==> config.mk <==
export PLATFORM = sky130hd
export DESIGN_NAME = cigar_query_interval_trim_core_flat
export DESIGN_NICKNAME = d
export VERILOG_FILES = /design/src/rtl/core/cqit_pkg.sv /design/src/rtl/core/cqit_op_if.sv /design/src/rtl/core/cqit_res_if.sv /design/src/rtl/core/cqit_ram.sv /design/src/rtl/core/cqit_window.sv /design/src/rtl/core/cigar_query_interval_trim_core.sv /design/src/flat_wrapper.sv
export SDC_FILE = /design/constraint.sdc
export NUM_CORES = 1
export LEC_CHECK = 0
export BUFFER_PORTS_ARGS = -buffer_cell sky130_fd_sc_hd__buf_2
export CAP_MARGIN = 5
export CORE_MARGIN = 1.5
export CORE_UTILIZATION = 40
export DETAILED_ROUTE_END_ITERATION = 7
export REMOVE_ABC_BUFFERS = 1
export SETUP_SLACK_MARGIN = 0.15
export SLEW_MARGIN = 0
export SYNTH_ARGS = -nofsm -noshare
export SYNTH_HDL_FRONTEND = slang
export SYNTH_SLANG_ARGS = --single-unit
==> constraint.sdc <==
create_clock -name clk_i -period 4.08 [get_ports clk_i]
set_input_delay 0.204 -clock clk_i [delete_from_list [all_inputs] [get_ports clk_i]]
set_output_delay 0.204 -clock clk_i [all_outputs]
set_load 0.005 [all_outputs]
==> src/rtl/core/cqit_pkg.sv <==
// cqit_pkg: shared types, constants and helpers of the cigar query interval trimmer
// depends on nothing; used by every file of the block except cqit_ram
package cqit_pkg;

  // pending store of non-query operations
  localparam int unsigned PENDING_DEPTH = 8;
  localparam int unsigned PendIdxW = (PENDING_DEPTH > 1) ? $clog2(PENDING_DEPTH) : 1;
  localparam int unsigned PendCntW = $clog2(PENDING_DEPTH + 1);

  // field widths
  localparam int unsigned CodeW   = 4;
  localparam int unsigned LenW    = 28;
  localparam int unsigned RegW    = 31;
  localparam int unsigned CursorW = 32;
  localparam int unsigned OpW     = CodeW + LenW;

  // configuration register indexes
  localparam int unsigned CfgIdxW = 1;
  localparam logic [CfgIdxW-1:0] REG_TRIM_START = 1'b0;
  localparam logic [CfgIdxW-1:0] REG_TRIM_END   = 1'b1;

  // cigar operation codes that consume query
  localparam logic [CodeW-1:0] OP_M  = 4'd0;
  localparam logic [CodeW-1:0] OP_I  = 4'd1;
  localparam logic [CodeW-1:0] OP_S  = 4'd4;
  localparam logic [CodeW-1:0] OP_EQ = 4'd7;
  localparam logic [CodeW-1:0] OP_X  = 4'd8;

  // one packed cigar operation
  typedef struct packed {
    logic [LenW-1:0]  length;
    logic [CodeW-1:0] code;
  } op_t;

  // operation handed from the window unit to the sequencer
  typedef struct packed {
    logic keep;
    op_t  op;
  } kept_t;

  // one result item
  typedef struct packed {
    op_t  op;
    logic valid;
    logic eoc;
    logic ovf;
  } res_t;

  // sequencer states
  typedef enum logic [2:0] {
    S_IDLE,
    S_DECIDE,
    S_KEEP,
    S_FLUSH,
    S_LAST
  } state_e;

  // query-consuming operation test
  function automatic logic eats_query(input logic [CodeW-1:0] code);
    return code inside {OP_M, OP_I, OP_S, OP_EQ, OP_X};
  endfunction

endpackage

==> src/rtl/core/cqit_op_if.sv <==
// cqit_op_if: request channel carrying one input cigar operation
// depends on cqit_pkg for field widths
interface cqit_op_if;
  logic                        valid;
  logic                        ready;
  logic [cqit_pkg::CodeW-1:0]  op_code;
  logic [cqit_pkg::LenW-1:0]   op_length;
  logic                        last_op;

  modport source (output valid, output op_code, output op_length, output last_op,
                  input ready);
  modport sink (input valid, input op_code, input op_length, input last_op,
                output ready);
endinterface

==> src/rtl/core/cqit_res_if.sv <==
// cqit_res_if: request channel carrying one trimmed cigar result item
// depends on cqit_pkg for field widths
interface cqit_res_if;
  logic                        valid;
  logic                        ready;
  logic [cqit_pkg::CodeW-1:0]  out_code;
  logic [cqit_pkg::LenW-1:0]   out_length;
  logic                        out_valid;
  logic                        end_of_cigar;
  logic                        pending_overflow;

  modport source (output valid, output out_code, output out_length, output out_valid,
                  output end_of_cigar, output pending_overflow, input ready);
  modport sink (input valid, input out_code, input out_length, input out_valid,
                input end_of_cigar, input pending_overflow, output ready);
endinterface

==> src/rtl/core/cqit_ram.sv <==
// cqit_ram: generic single-write, single-read synchronous ram, registered read data
// depends on nothing
module cqit_ram #(
  parameter int unsigned Width = 32,
  parameter int unsigned Depth = 8
) (
  input  logic                                         clk_i,
  input  logic                                         we_i,
  input  logic [((Depth > 1) ? $clog2(Depth) : 1)-1:0] waddr_i,
  input  logic [Width-1:0]                             wdata_i,
  input  logic                                         re_i,
  input  logic [((Depth > 1) ? $clog2(Depth) : 1)-1:0] raddr_i,
  output logic [Width-1:0]                             rdata_o
);
  logic [Width-1:0] mem_q [Depth];
  logic [Width-1:0] rdata_q;

  // write port
  always_ff @(posedge clk_i) begin
    if (we_i) begin
      mem_q[waddr_i] <= wdata_i;
    end
  end

  // read port, data held until the next read
  always_ff @(posedge clk_i) begin
    if (re_i) begin
      rdata_q <= mem_q[raddr_i];
    end
  end

  assign rdata_o = rdata_q;
endmodule

==> src/rtl/core/cqit_window.sv <==
// cqit_window: query cursor and interval decision for one operation
// depends on cqit_pkg
module cqit_window (
  input  logic                          clk_i,
  input  logic                          rst_ni,
  input  logic                          load_i,
  input  logic [cqit_pkg::CodeW-1:0]    code_i,
  input  logic [cqit_pkg::LenW-1:0]     length_i,
  input  logic                          decide_i,
  input  logic                          clear_i,
  input  logic [cqit_pkg::RegW-1:0]     trim_start_i,
  input  logic [cqit_pkg::RegW-1:0]     trim_end_i,
  output cqit_pkg::kept_t               kept_o
);
  logic [cqit_pkg::CursorW-1:0] cursor_q, cursor_d;
  logic [cqit_pkg::CursorW-1:0] prev_q;
  logic                         inside_q, inside_d;
  logic                         finished_q, finished_d;
  logic [cqit_pkg::CodeW-1:0]   code_q;
  logic [cqit_pkg::LenW-1:0]    len_q;
  cqit_pkg::kept_t              kept_q, kept_d;

  logic [cqit_pkg::CursorW:0]   sum;
  logic [cqit_pkg::CursorW-1:0] start_w, end_w;
  logic [cqit_pkg::CursorW-1:0] nl_in, nl_out, enter_len;
  logic                         past_end, entering;
  logic [cqit_pkg::LenW-1:0]    nl;

  assign start_w = {1'b0, trim_start_i};
  assign end_w   = {1'b0, trim_end_i};

  // saturating cursor advance
  assign sum = {1'b0, cursor_q} + (cqit_pkg::CursorW + 1)'(length_i);

  always_comb begin
    cursor_d = cursor_q;
    if (!finished_q && cqit_pkg::eats_query(code_i)) begin
      cursor_d = sum[cqit_pkg::CursorW] ? '1 : sum[cqit_pkg::CursorW-1:0];
    end
  end

  // interval decision on the advanced cursor
  assign past_end  = cursor_q > end_w;
  assign entering  = (cursor_q > start_w) && !inside_q;
  assign nl_in     = (end_w >= prev_q) ? end_w - prev_q : '0;
  assign nl_out    = (end_w >= start_w) ? end_w - start_w : '0;
  assign enter_len = cursor_q - start_w;
  assign nl        = inside_q ? nl_in[cqit_pkg::LenW-1:0] : nl_out[cqit_pkg::LenW-1:0];

  always_comb begin
    kept_d        = '0;
    kept_d.op.code = code_q;
    inside_d      = inside_q;
    finished_d    = finished_q;
    if (!finished_q) begin
      if (past_end) begin
        kept_d.keep      = (nl != '0);
        kept_d.op.length = nl;
        finished_d       = 1'b1;
      end else if (entering) begin
        kept_d.keep      = 1'b1;
        kept_d.op.length = enter_len[cqit_pkg::LenW-1:0];
        inside_d         = 1'b1;
      end else if (inside_q) begin
        kept_d.keep      = 1'b1;
        kept_d.op.length = len_q;
      end
    end
  end

  // control state
  always_ff @(posedge clk_i or negedge rst_ni) begin
    if (!rst_ni) begin
      cursor_q   <= '0;
      prev_q     <= '0;
      inside_q   <= 1'b0;
      finished_q <= 1'b0;
      kept_q     <= '0;
    end else if (clear_i) begin
      cursor_q   <= '0;
      prev_q     <= '0;
      inside_q   <= 1'b0;
      finished_q <= 1'b0;
      kept_q     <= '0;
    end else if (load_i) begin
      prev_q   <= cursor_q;
      cursor_q <= cursor_d;
    end else if (decide_i) begin
      inside_q   <= inside_d;
      finished_q <= finished_d;
      kept_q     <= kept_d;
    end
  end

  // operation payload
  always_ff @(posedge clk_i) begin
    if (load_i) begin
      code_q <= code_i;
      len_q  <= length_i;
    end
  end

  assign kept_o = kept_q;
endmodule

==> src/rtl/core/cigar_query_interval_trim_core.sv <==
// Flow: a request is taken in idle, its decision is registered in the decide state, and an
// item it releases is loaded into the result register from the keep state; the closing item
// follows from the last state. A new request is taken only back in idle, after any flush of
// held operations from the pending ram (one read per cycle while the result register is free).
// Reset (async, active low) clears the cursor, held tail, pending count, overflow flag and
// both trim registers; no clearing pass.
// depends on cqit_pkg, cqit_op_if, cqit_res_if, cqit_ram, cqit_window
module cigar_query_interval_trim_core (
  input  logic                         clk_i,
  input  logic                         rst_ni,
  input  logic                         cfg_we_i,
  input  logic [cqit_pkg::CfgIdxW-1:0] cfg_idx_i,
  input  logic [cqit_pkg::RegW-1:0]    cfg_wdata_i,
  cqit_op_if.sink                      op_in,
  cqit_res_if.source                   res_out
);
  localparam int unsigned IdxW = cqit_pkg::PendIdxW;
  localparam int unsigned CntW = cqit_pkg::PendCntW;

  cqit_pkg::state_e         state_q, state_d;
  logic [cqit_pkg::RegW-1:0] trim_start_q, trim_end_q;
  logic                     last_q, last_d;
  cqit_pkg::op_t            tail_q, tail_d;
  logic                     tail_valid_q, tail_valid_d;
  logic [CntW-1:0]          count_q, count_d;
  logic [CntW-1:0]          flush_idx_q, flush_idx_d, flush_next;
  logic                     overflow_q, overflow_d;
  logic                     out_valid_q, out_valid_d;
  cqit_pkg::res_t           out_q, out_d;
  logic                     load_out, slot_free;

  logic                     win_load, win_decide, win_clear;
  cqit_pkg::kept_t          kept;
  cqit_pkg::state_e         next_state;

  logic                     ram_we, ram_re;
  logic [IdxW-1:0]          ram_raddr;
  logic [cqit_pkg::OpW-1:0] ram_rdata;

  // configuration registers
  always_ff @(posedge clk_i or negedge rst_ni) begin
    if (!rst_ni) begin
      trim_start_q <= '0;
      trim_end_q   <= '0;
    end else if (cfg_we_i) begin
      case (cfg_idx_i)
        cqit_pkg::REG_TRIM_START: trim_start_q <= cfg_wdata_i;
        cqit_pkg::REG_TRIM_END:   trim_end_q   <= cfg_wdata_i;
        default: ;
      endcase
    end
  end

  // cursor and interval decision
  cqit_window u_window (
    .clk_i        (clk_i),
    .rst_ni       (rst_ni),
    .load_i       (win_load),
    .code_i       (op_in.op_code),
    .length_i     (op_in.op_length),
    .decide_i     (win_decide),
    .clear_i      (win_clear),
    .trim_start_i (trim_start_q),
    .trim_end_i   (trim_end_q),
    .kept_o       (kept)
  );

  // pending non-query operations
  cqit_ram #(
    .Width (cqit_pkg::OpW),
    .Depth (cqit_pkg::PENDING_DEPTH)
  ) u_pending (
    .clk_i   (clk_i),
    .we_i    (ram_we),
    .waddr_i (count_q[IdxW-1:0]),
    .wdata_i (kept.op),
    .re_i    (ram_re),
    .raddr_i (ram_raddr),
    .rdata_o (ram_rdata)
  );

  assign slot_free   = !out_valid_q || res_out.ready;
  assign next_state  = last_q ? cqit_pkg::S_LAST : cqit_pkg::S_IDLE;
  assign flush_next  = flush_idx_q + CntW'(1);
  assign op_in.ready = (state_q == cqit_pkg::S_IDLE);

  // sequencer: next state and datapath control
  always_comb begin
    state_d      = state_q;
    last_d       = last_q;
    tail_d       = tail_q;
    tail_valid_d = tail_valid_q;
    count_d      = count_q;
    flush_idx_d  = flush_idx_q;
    overflow_d   = overflow_q;
    out_d        = out_q;
    load_out     = 1'b0;
    win_load     = 1'b0;
    win_decide   = 1'b0;
    win_clear    = 1'b0;
    ram_we       = 1'b0;
    ram_re       = 1'b0;
    ram_raddr    = flush_next[IdxW-1:0];
    case (state_q)
      cqit_pkg::S_IDLE: begin
        if (op_in.valid) begin
          win_load = 1'b1;
          last_d   = op_in.last_op;
          state_d  = cqit_pkg::S_DECIDE;
        end
      end
      cqit_pkg::S_DECIDE: begin
        win_decide = 1'b1;
        state_d    = cqit_pkg::S_KEEP;
      end
      cqit_pkg::S_KEEP: begin
        if (!kept.keep) begin
          state_d = next_state;
        end else if (!tail_valid_q) begin
          tail_d       = kept.op;
          tail_valid_d = 1'b1;
          state_d      = next_state;
        end else if (cqit_pkg::eats_query(kept.op.code)) begin
          // release the held tail, then the pending ops
          if (slot_free) begin
            load_out = 1'b1;
            out_d    = '{op: tail_q, valid: 1'b1, eoc: 1'b0, ovf: overflow_q};
            tail_d   = kept.op;
            if (count_q != '0) begin
              ram_re      = 1'b1;
              ram_raddr   = '0;
              flush_idx_d = '0;
              state_d     = cqit_pkg::S_FLUSH;
            end else begin
              state_d = next_state;
            end
          end
        end else if (count_q < CntW'(cqit_pkg::PENDING_DEPTH)) begin
          ram_we  = 1'b1;
          count_d = count_q + CntW'(1);
          state_d = next_state;
        end else begin
          overflow_d = 1'b1;
          state_d    = next_state;
        end
      end
      cqit_pkg::S_FLUSH: begin
        if (slot_free) begin
          load_out = 1'b1;
          out_d    = '{op: cqit_pkg::op_t'(ram_rdata), valid: 1'b1, eoc: 1'b0,
                       ovf: overflow_q};
          if (flush_next == count_q) begin
            count_d = '0;
            state_d = next_state;
          end else begin
            flush_idx_d = flush_next;
            ram_re      = 1'b1;
          end
        end
      end
      cqit_pkg::S_LAST: begin
        // close the cigar: tail with end mark, or an empty item
        if (slot_free) begin
          load_out = 1'b1;
          if (tail_valid_q) begin
            out_d = '{op: tail_q, valid: 1'b1, eoc: 1'b1, ovf: overflow_q};
          end else begin
            out_d = '{op: '0, valid: 1'b0, eoc: 1'b1, ovf: overflow_q};
          end
          tail_valid_d = 1'b0;
          count_d      = '0;
          overflow_d   = 1'b0;
          win_clear    = 1'b1;
          state_d      = cqit_pkg::S_IDLE;
        end
      end
      default: state_d = cqit_pkg::S_IDLE;
    endcase
  end

  // result register handshake
  always_comb begin
    out_valid_d = out_valid_q;
    if (load_out) begin
      out_valid_d = 1'b1;
    end else if (res_out.ready) begin
      out_valid_d = 1'b0;
    end
  end

  // control registers
  always_ff @(posedge clk_i or negedge rst_ni) begin
    if (!rst_ni) begin
      state_q      <= cqit_pkg::S_IDLE;
      last_q       <= 1'b0;
      tail_valid_q <= 1'b0;
      count_q      <= '0;
      flush_idx_q  <= '0;
      overflow_q   <= 1'b0;
      out_valid_q  <= 1'b0;
    end else begin
      state_q      <= state_d;
      last_q       <= last_d;
      tail_valid_q <= tail_valid_d;
      count_q      <= count_d;
      flush_idx_q  <= flush_idx_d;
      overflow_q   <= overflow_d;
      out_valid_q  <= out_valid_d;
    end
  end

  // payload registers
  always_ff @(posedge clk_i) begin
    tail_q <= tail_d;
    out_q  <= out_d;
  end

  assign res_out.valid            = out_valid_q;
  assign res_out.out_code         = out_q.op.code;
  assign res_out.out_length       = out_q.op.length;
  assign res_out.out_valid        = out_q.valid;
  assign res_out.end_of_cigar     = out_q.eoc;
  assign res_out.pending_overflow = out_q.ovf;

`ifndef SYNTH
  // pending count stays within the store
  assert property (@(posedge clk_i) disable iff (!rst_ni)
    count_q <= CntW'(cqit_pkg::PENDING_DEPTH))
    else $error("pending count beyond store depth");

  // a result is never loaded over one that is still waiting
  assert property (@(posedge clk_i) disable iff (!rst_ni)
    load_out |-> (!out_valid_q || res_out.ready))
    else $error("result register overwritten");

  // flush reads only filled entries
  assert property (@(posedge clk_i) disable iff (!rst_ni)
    (state_q == cqit_pkg::S_FLUSH) |-> (flush_idx_q < count_q))
    else $error("flush index past pending count");

  // closing the cigar leaves a clean run state
  assert property (@(posedge clk_i) disable iff (!rst_ni)
    (state_q == cqit_pkg::S_LAST && slot_free) |=>
      (state_q == cqit_pkg::S_IDLE && count_q == '0 && !tail_valid_q && !overflow_q))
    else $error("run state not cleared at end of cigar");
`endif
endmodule

==> src/flat_wrapper.sv <==
// flat-port wrapper written by rule: the top's interface ports become plain ports
module cigar_query_interval_trim_core_flat 
  (clk_i, rst_ni, cfg_we_i, cfg_idx_i, cfg_wdata_i, op_in_valid, op_in_op_code, op_in_op_length, op_in_last_op, op_in_ready, res_out_valid, res_out_out_code, res_out_out_length, res_out_out_valid, res_out_end_of_cigar, res_out_pending_overflow, res_out_ready);
  cqit_op_if op_in_i ();
  cqit_res_if res_out_i ();
  input  logic clk_i;
  input  logic rst_ni;
  input  logic cfg_we_i;
  input  logic [cqit_pkg::CfgIdxW-1:0] cfg_idx_i;
  input  logic [cqit_pkg::RegW-1:0] cfg_wdata_i;
  input wire logic [$bits(op_in_i.valid)-1:0] op_in_valid;
  input wire logic [$bits(op_in_i.op_code)-1:0] op_in_op_code;
  input wire logic [$bits(op_in_i.op_length)-1:0] op_in_op_length;
  input wire logic [$bits(op_in_i.last_op)-1:0] op_in_last_op;
  output wire logic [$bits(op_in_i.ready)-1:0] op_in_ready;
  output wire logic [$bits(res_out_i.valid)-1:0] res_out_valid;
  output wire logic [$bits(res_out_i.out_code)-1:0] res_out_out_code;
  output wire logic [$bits(res_out_i.out_length)-1:0] res_out_out_length;
  output wire logic [$bits(res_out_i.out_valid)-1:0] res_out_out_valid;
  output wire logic [$bits(res_out_i.end_of_cigar)-1:0] res_out_end_of_cigar;
  output wire logic [$bits(res_out_i.pending_overflow)-1:0] res_out_pending_overflow;
  input wire logic [$bits(res_out_i.ready)-1:0] res_out_ready;
  assign op_in_i.valid = op_in_valid;
  assign op_in_i.op_code = op_in_op_code;
  assign op_in_i.op_length = op_in_op_length;
  assign op_in_i.last_op = op_in_last_op;
  assign op_in_ready = op_in_i.ready;
  assign res_out_valid = res_out_i.valid;
  assign res_out_out_code = res_out_i.out_code;
  assign res_out_out_length = res_out_i.out_length;
  assign res_out_out_valid = res_out_i.out_valid;
  assign res_out_end_of_cigar = res_out_i.end_of_cigar;
  assign res_out_pending_overflow = res_out_i.pending_overflow;
  assign res_out_i.ready = res_out_ready;
  cigar_query_interval_trim_core u_core (.clk_i(clk_i), .rst_ni(rst_ni), .cfg_we_i(cfg_we_i), .cfg_idx_i(cfg_idx_i), .cfg_wdata_i(cfg_wdata_i), .op_in(op_in_i), .res_out(res_out_i));
endmodule
==> flow_metrics.py, run 1 <==
metrics = {
    "status": {
        "status": "finished, final reports clean",
    },
    "place": {
        "gp_congestion": 0.942,
        "place_inst": 3581,
        "dp_hpwl_um": 58300,
        "numPortBuffers": 106,
    },
    "setup_path": {
        "cp_data_required_time_ps": 4590,
        "endpoint_kind": "flip-flop",
        "worst_ep_arrival_time_ps": 4210,
        "path_max_fanout": 4,
        "crit_type": "reg2reg",
        "r2r_cells": 14,
        "crit_path_start_kind": "flip-flop",
    },
    "logic_synthesis": {
        "ys.flop_type": "edfxtp_1",
        "synth_area_per_cell_um2": 11.2,
        "synth_edf_count": 387,
        "async_reset_ff_share_pct": 31.3,
        "syn_inst": 2571,
        "yosysWarnings": 0,
        "synth.cell_area_um2": 28900,
        "yosysTopAreaCell": "edfxtp_1",
        "yosysMostFrequentCell": "nand2_1",
        "synth_area_leaders": "edfxtp_1 40%, dfrtp_1 15%, ha_1 6.7%, nand2_1 5.5%, o21ai_0 3.5%",
        "yosysTopAreaCellShare_pct": 40.3,
        "ys_types": 81,
        "synth_commonest_cells": "419 x nand2_1, 387 x edfxtp_1, 202 x o21ai_0",
        "seq_area_frac_synth_pct": 55.5,
        "yosys_register_bits": 563,
    },
    "clocking": {
        "cts_tree": "yes",
        "cts_setup_buffers": 0,
        "cts_max_level": 2,
        "ctsRootBufferMaster": "clkbuf_16",
        "clock_sinks": 563,
        "numCtsBuffers": 60,
        "insertion_delay_ps": 660,
        "clk_pin_slew_ps": 60,
        "cts_max_path_buffers": 3,
    },
    "layout": {
        "multi_input_area_um2": 12100,
        "drive_gt1_share_pct": 13.0,
        "final_util_pct": 46.8,
        "fillerInstances": 6496,
        "antenna_cells": 0,
        "instances_no_fill": 3757,
        "syn_to_final_growth_pct": 16.0,
        "seqCellArea_um2": 16000,
        "nNetsFinal": 2988,
    },
    "min_path": {
        "whs_path_depth": 4,
        "hp-class": "in2reg",
    },
    "drt": {
        "via_count": 21200,
        "drc": 0,
        "postRouteAntennaNets": 0,
        "drt_first_pass_iters": 5,
        "drt-initial-drc-count": 1669,
        "drt-total-wl_um": 83400,
        "drt-wirelength-per-cell_um": 22.2,
        "via_per_inst": 5.64,
    },
    "sta": {
        "setup-violations-final": 0,
        "fmaxAchievable_ghz": 0.270,
        "holdWs_ps": 53.6,
        "max_slew.worst_pin.slew_ps": 1040,
        "hold_viol_final": 0,
        "setup_tns_ps": 0,
        "final.setup_skew_ps": 48.5,
        "rsz0062_at_grt": "no",
        "period_needed_ps": 3700,
        "relSlewSlack_pct": 30.3,
        "slew_viol_final": 0,
        "min_period_over_period_pct": 90.8,
    },
    "floorplan": {
        "rows": 98,
        "start_util_pct": 40.4,
        "die_w_um": 272,
        "die_h_um": 272,
        "design.core.area_um2": 71500,
        "die-area_um2": 73800,
        "ios": 107,
    },
    "grt": {
        "grt_pass1_vias": 21000,
        "antenna_found_initial": 0,
        "overflow": 0,
        "grt_pass1_wl_um": 128000,
        "grt_max_degree": 79,
        "gr-usage-all-layers_pct": 22.5,
    },
    "run": {
        "maxCapViolCount": 0,
    },
    "pwr": {
        "p_per_area_nw_per_um2": 742,
        "leakage_nw": 13.3,
        "vdd_drop_max_uv": 685,
    },
}
## sequential cells by signal (all words and copies together) (netlist names), 28 cells and up
register / flops
u_core.res_out.out_length: 28
u_core.tail_q: 32
u_core.trim_end_q: 31
u_core.trim_start_q: 31
u_core.u_pending.mem_q: 256
u_core.u_pending.rdata_o: 32
u_core.u_window.cursor_q: 32
u_core.u_window.kept_o: 33
u_core.u_window.len_q: 28
u_core.u_window.prev_q: 32
## layout make-up
cell class                      instances  share of cell area, %
Inverter                              130                   1.46
Clock inverter                         34                  0.972
Tap cell                              950                   3.55
Sequential cell                       563                   47.9
Timing Repair Buffer                  236                   5.32
Clock buffer                           76                   4.82
Multi-Input combinational cell       1768                   36.0
## worst max-delay path: stages (launching register included)
cell	delay (ps)
dfrtp_1	360
inv_1	70
ha_1	210
fa_1	430
nand2b_1	210
a211oi_1	400
o41a_1	310
o31a_1	350
a21boi_0	160
buf_4	180
o21ai_0	200
xnor2_1	90
a22oi_1	220
nand2_1	90
a32o_1	280
## report_power, final
part	total, mW	internal (mW)	switching [mW]
logic	11.2	4.25	6.95
registers	8.32	7.41	0.910
clock network	5.33	3.00	2.33
total	24.8	14.7	10.2
## cells by family after synthesis
logic type | count (synthesis) | share of synthesized area, %
simple gates | 738 | 11.5
compound gates | 711 | 16.1
flops | 563 | 55.5
buf+inv | 240 | 3.20
fa+ha+maj | 161 | 7.07
xor+xnor | 90 | 2.73
mux | 68 | 3.89
## path summary, 6_finish.rpt
| path | end | from | slack [ps] |
|---|---|---|---|
| hold reg to reg | u_core.u_window.kept_o[0]$_DFFE_PN0P_ | u_core.u_window.code_q[0]$_DFFE_PP_ | 460 |
| setup / recovery | u_core.u_window.kept_o[30]$_DFFE_PN0P_ | u_core.trim_end_q[0]$_DFFE_PN0P_ | 380 |
| min in group asynchronous | u_core.trim_end_q[30]$_DFFE_PN0P_ | rst_ni | 190 |
| max in group asynchronous | u_core.trim_start_q[0]$_DFFE_PN0P_ | rst_ni | 2970 |
| setup reg to reg | u_core.u_window.kept_o[30]$_DFFE_PN0P_ | u_core.trim_end_q[0]$_DFFE_PN0P_ | 380 |
| hold / removal | u_core.trim_start_q[29]$_DFFE_PN0P_ | cfg_idx_i | 50 |
## per-layer routing
metal	share of wire (%)	track usage (%)
met5	0	0
met4	2.8	6.65
met3	4.9	2.65
met2	47	37.4
met1	45	30.8
## placed cells by master (no fill, tap or decap), drive strengths merged, types with 60 or more instances in the layout
cell type    count
nor2            85
buf            169
dlygate4sd3     66
edfxtp         387
nand2          419
clkbuf          77
nand3           60
a21oi          151
ha             155
dfrtp          176
inv            133
o21ai          207
## per-stage QoR
stage | power (mW) | setup slack (ps) | area (um^2)
floorplan | 15.6 | -2690 | 28400
global placement | 19.3 | 415 | 30900
detailed placement | 19.5 | 393 | 30900
CTS | 24.9 | 368 | 33500
global route | 26.4 | 176 | 33500
finish | 24.8 | 376 | 33500
## repair_timing
item / 4_1_cts / 5_1_grt
resized for setup: 0 / 2
endpoints found under the setup margin: 0 / 2
hold buffers: 66 / 0
endpoints found under the hold margin: 171 / 0
Power figures use the tool's default switching activity.
==> run 2: changes to the inputs <==
--- a/config.mk
+++ b/config.mk
@@ -5,6 +5,7 @@
 export SDC_FILE = /design/constraint.sdc
 export NUM_CORES = 1
 export LEC_CHECK = 0
+export ABC_AREA = 1
 export BUFFER_PORTS_ARGS = -buffer_cell sky130_fd_sc_hd__buf_2
 export CAP_MARGIN = 5
 export CORE_MARGIN = 1.5
==> flow_metrics.py, run 2 <==
metrics = {
    "floorplan": {
        "rows": 101,
        "die_w_um": 279,
        "start_util_pct": 40.3,
        "ios": 107,
        "die_h_um": 279,
        "die-area_um2": 77800,
        "design.core.area_um2": 75700,
    },
    "sta": {
        "slew_viol_final": 0,
        "fmaxAchievable_ghz": 0.295,
        "period_needed_ps": 3390,
        "rsz0062_at_grt": "no",
        "final.setup_skew_ps": 33.9,
        "max_slew.worst_pin.slew_ps": 1200,
        "relSlewSlack_pct": 20.0,
        "hold_viol_final": 0,
        "setup-violations-final": 0,
        "min_period_over_period_pct": 83.0,
    },
    "setup_path": {
        "crit_path_start_kind": "flip-flop",
        "crit_type": "reg2reg",
        "cp_data_required_time_ps": 4590,
        "r2r_cells": 18,
        "worst_ep_arrival_time_ps": 3900,
        "endpoint_kind": "flip-flop",
        "path_max_fanout": 20,
    },
    "clocking": {
        "cts_max_path_buffers": 3,
        "cts_setup_buffers": 0,
        "numCtsBuffers": 61,
        "insertion_delay_ps": 660,
        "clock_sinks": 563,
        "cts_tree": "yes",
        "clk_pin_slew_ps": 60,
        "cts_max_level": 2,
        "ctsRootBufferMaster": "clkbuf_16",
    },
    "logic_synthesis": {
        "synth_area_leaders": "edfxtp_1 38%, dfrtp_1 14%, nand2_1 9.8%, ha_1 6.4%, inv_1 5.2%",
        "yosys_register_bits": 563,
        "async_reset_ff_share_pct": 31.3,
        "yosysTopAreaCellShare_pct": 38.1,
        "syn_inst": 3397,
        "synth_edf_count": 387,
        "yosysTopAreaCell": "edfxtp_1",
        "synth.cell_area_um2": 30500,
        "ys_types": 62,
        "ys.flop_type": "edfxtp_1",
        "seq_area_frac_synth_pct": 52.6,
        "synth_area_per_cell_um2": 8.97,
        "yosysWarnings": 0,
        "synth_commonest_cells": "793 x nand2_1, 424 x inv_1, 387 x edfxtp_1",
        "yosysMostFrequentCell": "nand2_1",
    },
    "layout": {
        "final_cell_mix": "789 x nand2_1, 423 x inv_1, 387 x edfxtp_1",
        "antenna_cells": 0,
        "drive_gt1_share_pct": 8.88,
        "nNetsFinal": 3805,
        "syn_to_final_growth_pct": 14.6,
        "instances_no_fill": 4606,
        "final_common_cell": "nand2_1",
        "largest_reg_flops": 256,
        "top_register": "u_core.u_pending.mem_q",
        "fin_area_um2": 34900,
    },
    "drt": {
        "drt-total-wl_um": 97000,
        "drc": 0,
        "postRouteAntennaNets": 0,
        "via_per_inst": 5.34,
        "drt-initial-drc-count": 1925,
        "drt-wirelength-per-cell_um": 21.1,
        "drt_first_pass_iters": 5,
        "via_count": 24600,
    },
    "place": {
        "gp_congestion": 1.02,
        "dp_hpwl_um": 69600,
        "place_inst": 4424,
        "placed_cell_area_um2": 32200,
        "numPortBuffers": 106,
    },
    "run": {
        "maxCapViolCount": 0,
    },
    "pwr": {
        "p_total_mw": 27.3,
        "leakage_nw": 15.3,
        "p_per_area_nw_per_um2": 783,
        "vdd_drop_max_uv": 579,
    },
    "status": {
        "status": "finished, final reports clean",
    },
    "grt": {
        "grt_max_degree": 129,
        "gr-usage-all-layers_pct": 24.8,
        "grt_pass1_wl_um": 146000,
        "antenna_found_initial": 0,
        "grt_pass1_vias": 23600,
        "overflow": 0,
    },
    "min_path": {
        "whs_path_depth": 4,
        "hp-class": "in2reg",
    },
}
## run 2: changes by cell type after synthesis, sizes merged, moves of 24 or more
cell	delta
inv	+305
nand3	+102
o21ai	+90
buf	+24
nand2	+392
mux4	-32
clkbuf	-28
a21oi	+36
nor2	+225
a22o	-45
a21o	-42
o22ai	+29
mux2	-33
o221ai	+64
## run 2: cell families (layout without fill, tap and decap cells)
| family | Yosys count | after routing | share of synthesized area, % |
|---|---|---|---|
| and+or+nand+nor | 1382 | 1382 | 18.9 |
| AOI/OAI and AO/OA | 687 | 687 | 13.2 |
| DFF | 563 | 563 | 52.6 |
| buffers and inverters | 545 | 776 | 6.98 |
| adders and majority gates | 159 | 159 | 6.63 |
| xor gates and xnor gates | 61 | 61 | 1.75 |
## run 2: path summary, 6_finish.rpt
kind / start / to / slack, ps
setup / recovery: u_core.u_window.cursor_q[0]$_DFFE_PN0P_ / u_core.u_window.kept_o[19]$_DFFE_PN0P_ / 690
hold / removal: res_out_ready / u_core.res_out.valid$_DFFE_PN0P_ / 80
setup reg to reg: u_core.u_window.cursor_q[0]$_DFFE_PN0P_ / u_core.u_window.kept_o[19]$_DFFE_PN0P_ / 690
hold reg to reg: u_core.u_window.code_q[1]$_DFFE_PP_ / u_core.u_window.kept_o[1]$_DFFE_PN0P_ / 460
max in group asynchronous: rst_ni / u_core.u_window.kept_o[1]$_DFFE_PN0P_ / 2760
min in group asynchronous: rst_ni / u_core.trim_start_q[24]$_DFFE_PN0P_ / 260
## run 2: layout make-up
type	instances	area, um^2
Tap cell	978	1220
Clock inverter	38	364
Fill cell	7285	40800
Timing Repair Buffer	222	1620
Sequential cell	563	16000
Clock buffer	77	1640
Multi-Input combinational cell	2289	12400
Inverter	439	1650
## run 2: per-stage QoR
stage / TNS (ps) / worst slack (ps) / util, % / hold slack, ps
after CTS: 0 / 744 / 46.1 / 56.7
after global placement: 0 / 763 / 42.6 / 401
after detailed placement: 0 / 781 / 42.6 / 402
final: 0 / 693 / 46.1 / 83.4
after floorplan: -68030 / -1060 / - / -91.6
after global routing: 0 / 485 / 46.1 / 127
## run 2: timing repair
item | CTS | global route
gates resized for setup | 0 | 0
hold buffers | 67 | 0
endpoints found under the hold margin | 202 | 0
## run 2: critical path, cell delays in order, from the launching register on
cell and delay, ps:
dfrtp_1 380, inv_1 180, ha_1 180, inv_1 60
fa_1 400, nand3_1 120, nand3_2 110, a21oi_2 350
o21ai_4 120, nand2_2 110, nand2_2 100, nand2_2 80
nand2_2 60, nand2_2 100, nor2_4 80, inv_2 360
o21ai_1 180, o211ai_1 180, nand2_1 80
## run 2: per-layer routing
metal | global-route usage, % | vias up | share of wire [%]
met2 | 42.3 | 777 | 48
met5 | 0 | - | 0
met3 | 2.60 | 173 | 5.2
met4 | 11.1 | 0 | 4.8
li1 | - | 11900 | -
met1 | 31.9 | 11700 | 42
## run 2: where the power goes
group          switching, mW  total, mW  internal [mW]
Combinational           9.41       13.7           4.28
Clock                   2.40       5.51           3.11
Sequential             0.780       8.14           7.36
